===== config.mk =====
export PLATFORM = sky130hd
export DESIGN_NAME = base64_stream_encoder_unit
export DESIGN_NICKNAME = d
export VERILOG_FILES = /design/src/sv/b64se_pkg.sv /design/src/sv/b64se_cfg_regs.sv /design/src/sv/b64se_group_enc.sv /design/src/sv/b64se_char_buf.sv /design/src/sv/base64_stream_encoder_unit.sv
export SDC_FILE = /design/constraint.sdc
export NUM_CORES = 1
export LEC_CHECK = 0
export BUFFER_PORTS_ARGS = -buffer_cell sky130_fd_sc_hd__buf_4
export CELL_PAD_IN_SITES_DETAIL_PLACEMENT = 1
export CELL_PAD_IN_SITES_GLOBAL_PLACEMENT = 1
export CORE_UTILIZATION = 45
export DETAILED_ROUTE_END_ITERATION = 7
export GPL_ROUTABILITY_DRIVEN = 0
export GPL_TIMING_DRIVEN = 0
export PLACE_DENSITY = 0.8
export SYNTH_ARGS = -nofsm -noshare
export SYNTH_HDL_FRONTEND = slang
export SYNTH_HIERARCHICAL = 1
export SYNTH_SLANG_ARGS = --single-unit

===== constraint.sdc =====
create_clock -name clk -period 3.8 [get_ports clk]
set_input_delay 0.76 -clock clk [delete_from_list [all_inputs] [get_ports clk]]
set_output_delay 0.76 -clock clk [all_outputs]
set_load 0.01 [all_outputs]

===== src/sv/b64se_pkg.sv =====
// Shared types, register codes and the sextet-to-character map for the Base64 stream encoder.
// No dependencies.
package b64se_pkg;

	localparam int MAX_BREAK_CHARS = 2;
	// Break length cap: the configured limit, never more than the two break characters.
	localparam int BREAK_CAP = (MAX_BREAK_CHARS < 2) ? MAX_BREAK_CHARS : 2;
	localparam int RES_MAX = 4;      // characters one item can cause
	localparam int PADDR_W = 5;

	typedef logic [7:0] char_t;

	typedef enum logic [2:0] {
		REG_URL_SAFE    = 3'd0,
		REG_LINE_LIMIT  = 3'd1,
		REG_BREAK_LEN   = 3'd2,
		REG_BREAK_FIRST = 3'd3,
		REG_BREAK_SECOND = 3'd4
	} reg_idx_t;

	typedef struct packed {
		logic        url_safe;
		logic [15:0] line_limit;
		logic [1:0]  break_len;
		char_t       break_first;
		char_t       break_second;
	} cfg_t;

	// Characters caused by one item, slot 0 sent first, plus their count (1..4).
	typedef struct packed {
		char_t [RES_MAX-1:0] chars;
		logic [2:0]          count;
	} enc_res_t;

	localparam char_t CHAR_PAD = 8'h3d;   // '='

	function automatic char_t sextet_char(input logic [5:0] v, input logic url);
		char_t c;
		if (v < 6'd26) begin
			c = 8'd65 + {2'b00, v};
		end else if (v < 6'd52) begin
			c = 8'd71 + {2'b00, v};          // 'a' + (v - 26)
		end else if (v < 6'd62) begin
			c = {2'b00, v} - 8'd4;           // '0' + (v - 52)
		end else if (v == 6'd62) begin
			c = url ? 8'h2d : 8'h2b;         // '-' or '+'
		end else begin
			c = url ? 8'h5f : 8'h2f;         // '_' or '/'
		end
		return c;
	endfunction

endpackage


===== src/sv/b64se_cfg_regs.sv =====
// Configuration register file with an APB-style write/read port.
// Depends on b64se_pkg.
module b64se_cfg_regs
	import b64se_pkg::*;
(
	input  logic               clk,
	input  logic               arst_n,
	input  logic               psel,
	input  logic               penable,
	input  logic               pwrite,
	input  logic [PADDR_W-1:0] paddr,
	input  logic [31:0]        pwdata,
	output logic [31:0]        prdata,
	output logic               pready,
	output cfg_t               cfg
);

	cfg_t     cfg_q;
	reg_idx_t widx;
	logic     wr_en;

	assign pready = 1'b1;
	assign widx   = reg_idx_t'(paddr[PADDR_W-1:2]);
	assign wr_en  = psel & penable & pwrite & pready;
	assign cfg    = cfg_q;

	always_ff @(posedge clk or negedge arst_n) begin
		if (!arst_n) begin
			cfg_q.url_safe     <= 1'b0;
			cfg_q.line_limit   <= 16'd76;
			cfg_q.break_len    <= 2'd0;
			cfg_q.break_first  <= 8'd13;
			cfg_q.break_second <= 8'd10;
		end else if (wr_en) begin
			unique case (widx)
				REG_URL_SAFE:     cfg_q.url_safe     <= pwdata[0];
				REG_LINE_LIMIT:   cfg_q.line_limit   <= pwdata[15:0];
				REG_BREAK_LEN:    cfg_q.break_len    <= pwdata[1:0];
				REG_BREAK_FIRST:  cfg_q.break_first  <= pwdata[7:0];
				REG_BREAK_SECOND: cfg_q.break_second <= pwdata[7:0];
				default: ;
			endcase
		end
	end

	always_comb begin
		prdata = 32'd0;
		unique case (widx)
			REG_URL_SAFE:     prdata = {31'd0, cfg_q.url_safe};
			REG_LINE_LIMIT:   prdata = {16'd0, cfg_q.line_limit};
			REG_BREAK_LEN:    prdata = {30'd0, cfg_q.break_len};
			REG_BREAK_FIRST:  prdata = {24'd0, cfg_q.break_first};
			REG_BREAK_SECOND: prdata = {24'd0, cfg_q.break_second};
			default:          prdata = 32'd0;
		endcase
	end

endmodule


===== src/sv/b64se_group_enc.sv =====
// Group encoder: phase, carry and line-count state plus the per-byte character logic.
// Depends on b64se_pkg.
module b64se_group_enc
	import b64se_pkg::*;
(
	input  logic     clk,
	input  logic     arst_n,
	input  cfg_t     cfg,
	input  logic     take,       // item accepted this cycle
	input  char_t    data_byte,
	input  logic     final_byte,
	output enc_res_t res
);

	logic [1:0]  group_phase_q, phase_d;
	logic [3:0]  carry_bits_q, carry_d;
	logic [13:0] groups_on_line_q, groups_d;

	logic [16:0] span;
	logic [16:0] limit;
	logic        wrap;
	logic [1:0]  blen;

	always_comb begin
		span  = ({3'd0, groups_on_line_q} + 17'd2) << 2;
		limit = (cfg.line_limit < 16'd4) ? 17'd4 : {1'b0, cfg.line_limit};
		wrap  = span >= limit;
		blen  = (cfg.break_len > 2'(BREAK_CAP)) ? 2'(BREAK_CAP) : cfg.break_len;
	end

	always_comb begin
		res.chars = '0;
		res.count = 3'd1;
		phase_d   = group_phase_q;
		carry_d   = carry_bits_q;
		groups_d  = groups_on_line_q;
		case (group_phase_q)
			2'd1: begin
				res.chars[0] = sextet_char({carry_bits_q[1:0], data_byte[7:4]}, cfg.url_safe);
				if (final_byte) begin
					res.chars[1] = sextet_char({data_byte[3:0], 2'b00}, cfg.url_safe);
					res.chars[2] = CHAR_PAD;
					res.count    = 3'd3;
				end else begin
					carry_d = data_byte[3:0];
					phase_d = 2'd2;
				end
			end
			2'd2: begin
				res.chars[0] = sextet_char({carry_bits_q, data_byte[7:6]}, cfg.url_safe);
				res.chars[1] = sextet_char(data_byte[5:0], cfg.url_safe);
				res.count    = 3'd2;
				if (!final_byte) begin
					if (wrap) begin
						res.chars[2] = cfg.break_first;
						res.chars[3] = cfg.break_second;
						res.count    = 3'd2 + {1'b0, blen};
						groups_d     = '0;
					end else begin
						groups_d = groups_on_line_q + 14'd1;
					end
					carry_d = '0;
					phase_d = 2'd0;
				end
			end
			default: begin
				// phase 0; the unused code behaves the same
				res.chars[0] = sextet_char(data_byte[7:2], cfg.url_safe);
				if (final_byte) begin
					res.chars[1] = sextet_char({data_byte[1:0], 4'b0000}, cfg.url_safe);
					res.chars[2] = CHAR_PAD;
					res.chars[3] = CHAR_PAD;
					res.count    = 3'd4;
				end else begin
					carry_d = {2'b00, data_byte[1:0]};
					phase_d = 2'd1;
				end
			end
		endcase
		if (final_byte) begin
			phase_d  = '0;
			carry_d  = '0;
			groups_d = '0;
		end
	end

	always_ff @(posedge clk or negedge arst_n) begin
		if (!arst_n) begin
			group_phase_q    <= '0;
			carry_bits_q     <= '0;
			groups_on_line_q <= '0;
		end else if (take) begin
			group_phase_q    <= phase_d;
			carry_bits_q     <= carry_d;
			groups_on_line_q <= groups_d;
		end
	end

endmodule


===== src/sv/b64se_char_buf.sv =====
// Result register: holds the characters of one item and sends them one per cycle while out_ready is high.
// Depends on b64se_pkg.
module b64se_char_buf
	import b64se_pkg::*;
(
	input  logic     clk,
	input  logic     arst_n,
	input  logic     load,
	input  enc_res_t res,
	output logic     room,       // may load this cycle
	output logic     out_valid,
	input  logic     out_ready,
	output char_t    out_char,
	output logic     out_last
);

	char_t [RES_MAX-1:0] chars_q;
	logic [2:0]          cnt_q;      // characters still to send
	logic [1:0]          idx_q;      // next slot to send
	logic                send;

	assign out_valid = cnt_q != 3'd0;
	assign out_last  = cnt_q == 3'd1;
	assign out_char  = chars_q[idx_q];
	assign send      = out_valid & out_ready;
	assign room      = (cnt_q == 3'd0) | (out_last & out_ready);

	always_ff @(posedge clk) begin
		if (load) begin
			chars_q <= res.chars;
		end
	end

	always_ff @(posedge clk or negedge arst_n) begin
		if (!arst_n) begin
			cnt_q <= '0;
			idx_q <= '0;
		end else if (load) begin
			cnt_q <= res.count;
			idx_q <= '0;
		end else if (send) begin
			cnt_q <= cnt_q - 3'd1;
			idx_q <= idx_q + 2'd1;
		end
	end

	a_cnt_range: assert property (@(posedge clk) disable iff (!arst_n)
		cnt_q <= 3'(RES_MAX))
		else $error("char buffer count out of range");

	a_slots_fit: assert property (@(posedge clk) disable iff (!arst_n)
		({1'b0, idx_q} + cnt_q) <= 3'(RES_MAX))
		else $error("char buffer reads past its slots");

	a_load_shows: assert property (@(posedge clk) disable iff (!arst_n)
		load |=> out_valid && idx_q == 2'd0)
		else $error("loaded item not presented");

	a_no_overwrite: assert property (@(posedge clk) disable iff (!arst_n)
		load |-> (cnt_q == 3'd0 || (cnt_q == 3'd1 && out_ready)))
		else $error("load over characters not yet sent");

endmodule


===== src/sv/base64_stream_encoder_unit.sv =====
// Top level of the Base64 stream encoder: config registers, group encoder, char buffer.
// Depends on b64se_pkg, b64se_cfg_regs, b64se_group_enc, b64se_char_buf.
//
// Usage:
//   s_axis carries one input byte per item (tdata[7:0]); tlast marks the final
//   byte of a message, which closes the group with '=' padding and clears state.
//   m_axis carries one output character per item (tdata[7:0]); tlast is set on
//   the last character caused by an input byte (1 to 4 characters per byte).
//   After each full group that is not final, a break of up to two characters
//   is appended once the line would reach line_limit (values below 4 act as 4).
//   The APB port writes/reads the five registers at byte addresses 0,4,...,16.
// Timing:
//   An accepted byte is encoded in the same cycle into the character buffer;
//   its first character is offered on the next cycle. Characters leave one per
//   cycle while m_axis_tready is high; a byte makes 1 to 4 characters (about 4/3
//   on average with no breaks), and the next byte is taken in the cycle its
//   predecessor's last character is taken.
//   The one-character output channel sets the rate.
// Reset: arst_n clears phase, carry, line count and buffer; registers go to
//   0, 76, 0, 13, 10. A stalled receiver holds the current character and
//   s_axis_tready stays low until the last buffered character is taken.
module base64_stream_encoder_unit
	import b64se_pkg::*;
(
	input  logic               clk,
	input  logic               arst_n,
	// input bytes
	input  logic               s_axis_tvalid,
	output logic               s_axis_tready,
	input  logic [7:0]         s_axis_tdata,   // [7:0] data_byte
	input  logic               s_axis_tlast,   // final_byte
	// output characters
	output logic               m_axis_tvalid,
	input  logic               m_axis_tready,
	output logic [7:0]         m_axis_tdata,   // [7:0] out_char
	output logic               m_axis_tlast,   // out_last
	// configuration
	input  logic               psel,
	input  logic               penable,
	input  logic               pwrite,
	input  logic [PADDR_W-1:0] paddr,
	input  logic [31:0]        pwdata,
	output logic [31:0]        prdata,
	output logic               pready
);

	cfg_t     cfg;
	enc_res_t res;
	logic     room;
	logic     take;

	// byte taken whenever the buffer is empty or frees up this cycle
	assign s_axis_tready = room;
	assign take          = s_axis_tvalid & room;

	b64se_cfg_regs u_cfg (
		.clk     (clk),
		.arst_n  (arst_n),
		.psel    (psel),
		.penable (penable),
		.pwrite  (pwrite),
		.paddr   (paddr),
		.pwdata  (pwdata),
		.prdata  (prdata),
		.pready  (pready),
		.cfg     (cfg)
	);

	b64se_group_enc u_enc (
		.clk        (clk),
		.arst_n     (arst_n),
		.cfg        (cfg),
		.take       (take),
		.data_byte  (s_axis_tdata),
		.final_byte (s_axis_tlast),
		.res        (res)
	);

	b64se_char_buf u_buf (
		.clk       (clk),
		.arst_n    (arst_n),
		.load      (take),
		.res       (res),
		.room      (room),
		.out_valid (m_axis_tvalid),
		.out_ready (m_axis_tready),
		.out_char  (m_axis_tdata),
		.out_last  (m_axis_tlast)
	);

endmodule

==> results_dict.tcl <==
set metrics [dict create \
    clk_pin_slew_worst_paths_ns 0.07 \
    seq_area_um2 2470 \
    h-tree-depth 3 \
    netlist_top_cells_area "dfrtp_1 18%, edfxtp_1 13%, ha_1 7.3%" \
    n_fill_cell 1838 \
    rr_worst_depth 16 \
    yosysMostFrequentCell "nand2_1" \
    clk_latency_ns 0.34 \
    drt-initial-drc-count 517 \
    num_vias 6588 \
    required_ns 4.08 \
    fmax_ghz 0.277 \
    powerDensity_nw_per_um2 518 \
    port_buffers 60 \
    switching_power_uw 1690 \
    dp.cells 1081 \
    wl_per_cell_um 20.6 \
    use_met1 0.374 \
    setup_viol 0 \
    ys_warn_count 6 \
    p_seq_frac 0.349 \
    grt_pass1_vias 6809 \
    worst_pin_slew_ns 0.871 \
    period_share 0.949 \
    netlist_area_um2 7210 \
    cts_tree "done" \
    ys_ff_latch 92 \
    hp-class "primary input to asynchronous set/reset pin" \
    multi_input_area_um2 4280 \
    yosys.area.top_type "dfrtp_1" \
    clock_power_share 0.213 \
    p_sw_frac 0.392 \
    synthDominantCellAreaShare 0.180 \
    busiest_layer "met2" \
    cp_max_fo 6 \
    grt_util_met3 0.0449 \
    arrival_ns 3.89 \
    layout.nets 977 \
    start_util 0.468 \
    post-route-util 0.540 \
    ioPinCount 97 \
    drv_cap 0 \
    ys_seq_area_frac 0.343 \
    firstDrtPassIters 5 \
    peakVddDrop_mv 0.284 \
    antenna_found_initial 0 \
    overflow 0 \
    ys_async_sr_fraction 0.652 \
    cts_buffers 9 \
    combPwrFrac 0.438 \
    rows 45 \
    min_period_ns 3.61 \
    timing.setup.tns_ns 0 \
    yosysUniqueCellTypes 79 \
    synth.avg_cell_area_um2 9.07 \
    post-dp-hpwl_mm 17.0 \
    synth_flop_cell "dfrtp_1" \
    final_max_slew_viol_count 0 \
    finalHoldViolCount 0 \
    grt_first_pass_wirelength_mm 36.5 \
    syn2layout_area_growth_pct 15.6 \
    ant_nets 0 \
    design.core.area_um2 15400 \
    cp-end-kind "flop" \
    final_layout_size_suffix_gt1_frac 0.211 \
    status "finished, final reports clean" \
    path_class "flop to flop" \
    cts_root_buffer "clkbuf_16" \
    antennaDiodeCount 0 \
    met2_usage 0.486 \
    p_leak_uw 0.00359 \
    fp.dieH_um 129 \
    final_cells 1098 \
    die-area_um2 16500 \
    drc_errors 0 \
    dieWidth_um 129 \
    max-slew-margin-rel 0.419 \
    cts_buffer_depth 2 \
    skew_ns 0.00658 \
    power.internal_uw 2630 \
    synth_edf_count 32 \
    hold_buffers 0 \
    routed_wl_mm 22.7 \
    synth_commonest_cells "65 x nand2_1, 52 x dfrtp_1, 52 x nor2_1" \
    syn-instance-count 795 \
    vias_per_cell 6.00 \
    clkSinkCount 92 \
    critPathLaunchType "flop" \
    track_usage 0.284 \
    grt_max_degree 61 \
]
==> through the flow <==
stage / cell area (µm²) / hold WS (ns) / total power, µW / setup slack, ns
global route: 8340 / 0.563 / 4570 / -0.0109
floorplan: 7270 / 0.464 / 2680 / 0.651
CTS: 8300 / 0.524 / 4310 / 0.0169
finish: 8340 / 0.496 / 4320 / 0.195
detailed placement: 7990 / 0.531 / 3370 / 0.0128
global placement: 7990 / 0.519 / 3260 / 0.0730
==> worst paths after layout <==
kind                                                         end                                  start  slack [ns]
max                                   u_buf/cnt_q[0]$_DFFE_PN0P_  u_enc/groups_on_line_q[2]$_DFFE_PN0P_        0.19
min                                   u_buf/idx_q[1]$_DFFE_PN0P_                                 arst_n        0.50
max reg2reg                           u_buf/cnt_q[0]$_DFFE_PN0P_  u_enc/groups_on_line_q[2]$_DFFE_PN0P_        0.19
min reg2reg                            u_cfg/cfg[18]$_DFFE_PN0P_              u_cfg/cfg[18]$_DFFE_PN0P_        0.54
max in group asynchronous  u_enc/groups_on_line_q[2]$_DFFE_PN0P_                                 arst_n        2.73
min in group clk                       u_cfg/cfg[18]$_DFFE_PN0P_              u_cfg/cfg[18]$_DFFE_PN0P_        0.54
==> logic make-up (layout without fill, tap and decap cells) <==
| logic type | Yosys count | in the layout | synth area share |
|---|---|---|---|
| AO/OA/AOI/OAI | 187 | 187 | 0.172 |
| XOR/XNOR | 29 | 29 | 0.0352 |
| adder cells (fa/ha/maj) | 42 | 42 | 0.0728 |
| buffers and inverters | 118 | 195 | 0.0777 |
| flip-flops | 92 | 92 | 0.343 |
| multiplexers | 57 | 57 | 0.102 |
| other | 2 | 17 | 0.00104 |
| AND/OR/NAND/NOR | 268 | 268 | 0.197 |
==> state kept, by name (all words and copies together), names as in the netlist <==
name and flops:
u_enc/groups_on_line_q 14, u_cfg/cfg 35, u_buf/chars_q 32, u_buf/idx_q 2
u_enc/carry_bits_q 4, u_enc/group_phase_q 2, u_buf/cnt_q 3
==> area by class of cell <==
cell class	count	area share
flip-flops and latches	92	0.297
multi-input cells	600	0.513
clock inverters	5	0.00720
inverters	47	0.0212
well taps	211	0.0317
plain buffers	71	0.0461
clock buffers	11	0.0291
repair buffers	61	0.0549
==> worst max-delay path, cell delays in order (launching register included) <==
cell      delay, ns
dfrtp_2        0.45
ha_4           0.20
nand3_2        0.13
nor2_2         0.15
nand3_1        0.13
nor2_1         0.15
xor2_1         0.08
ha_1           0.29
nand3_1        0.17
nor4_2         0.30
o21ai_0        0.13
and4_1         0.21
clkbuf_2       0.16
or4b_1         0.55
nand3_1        0.18
nand2b_1       0.14
o31a_1         0.13
==> power by group through the flow <==
stage / combinational (µW) / clock [µW] / sequential [µW]
floorplan: 1240 / 0 / 1440
global placement: 1750 / 0 / 1510
detailed placement: 1850 / 0 / 1520
CTS: 1870 / 934 / 1510
global route: 2070 / 965 / 1540
finish: 1890 / 920 / 1510
==> placed cells by master (no fill, tap or decap), types with 11 or more instances in the layout <==
cell      synthesis  layout
inv_1            44      44
edfxtp_1         32      32
o21ai_0          41      41
a31oi_1          23      23
nor3_1           19      19
a21oi_1          35      35
buf_2            12      12
nand2_1          65      65
xnor2_1          21      21
nor2_1           52      51
ha_1             42      41
a21o_1           17      17
mux2i_1          12      12
dfrtp_1          52      50
clkbuf_1         32      33
buf_4            20      81
nand4_1          11      11
nand3_1          41      40
and3_1           12      12
conb_1            2      17
mux2_2           36      36
==> timing repair <==
item,CTS,global route
pin swaps,0,1
resized for setup,3,6
endpoints found under the setup margin,2,8
buffers inserted,0,1
==> per-layer routing <==
metal | vias up | part of all wire
met1 | 3314 | 0.43
met5 | - | 0
li1 | 3057 | -
met4 | 0 | 0.013
met2 | 193 | 0.50
met3 | 24 | 0.050
Power figures use the tool's default switching activity.
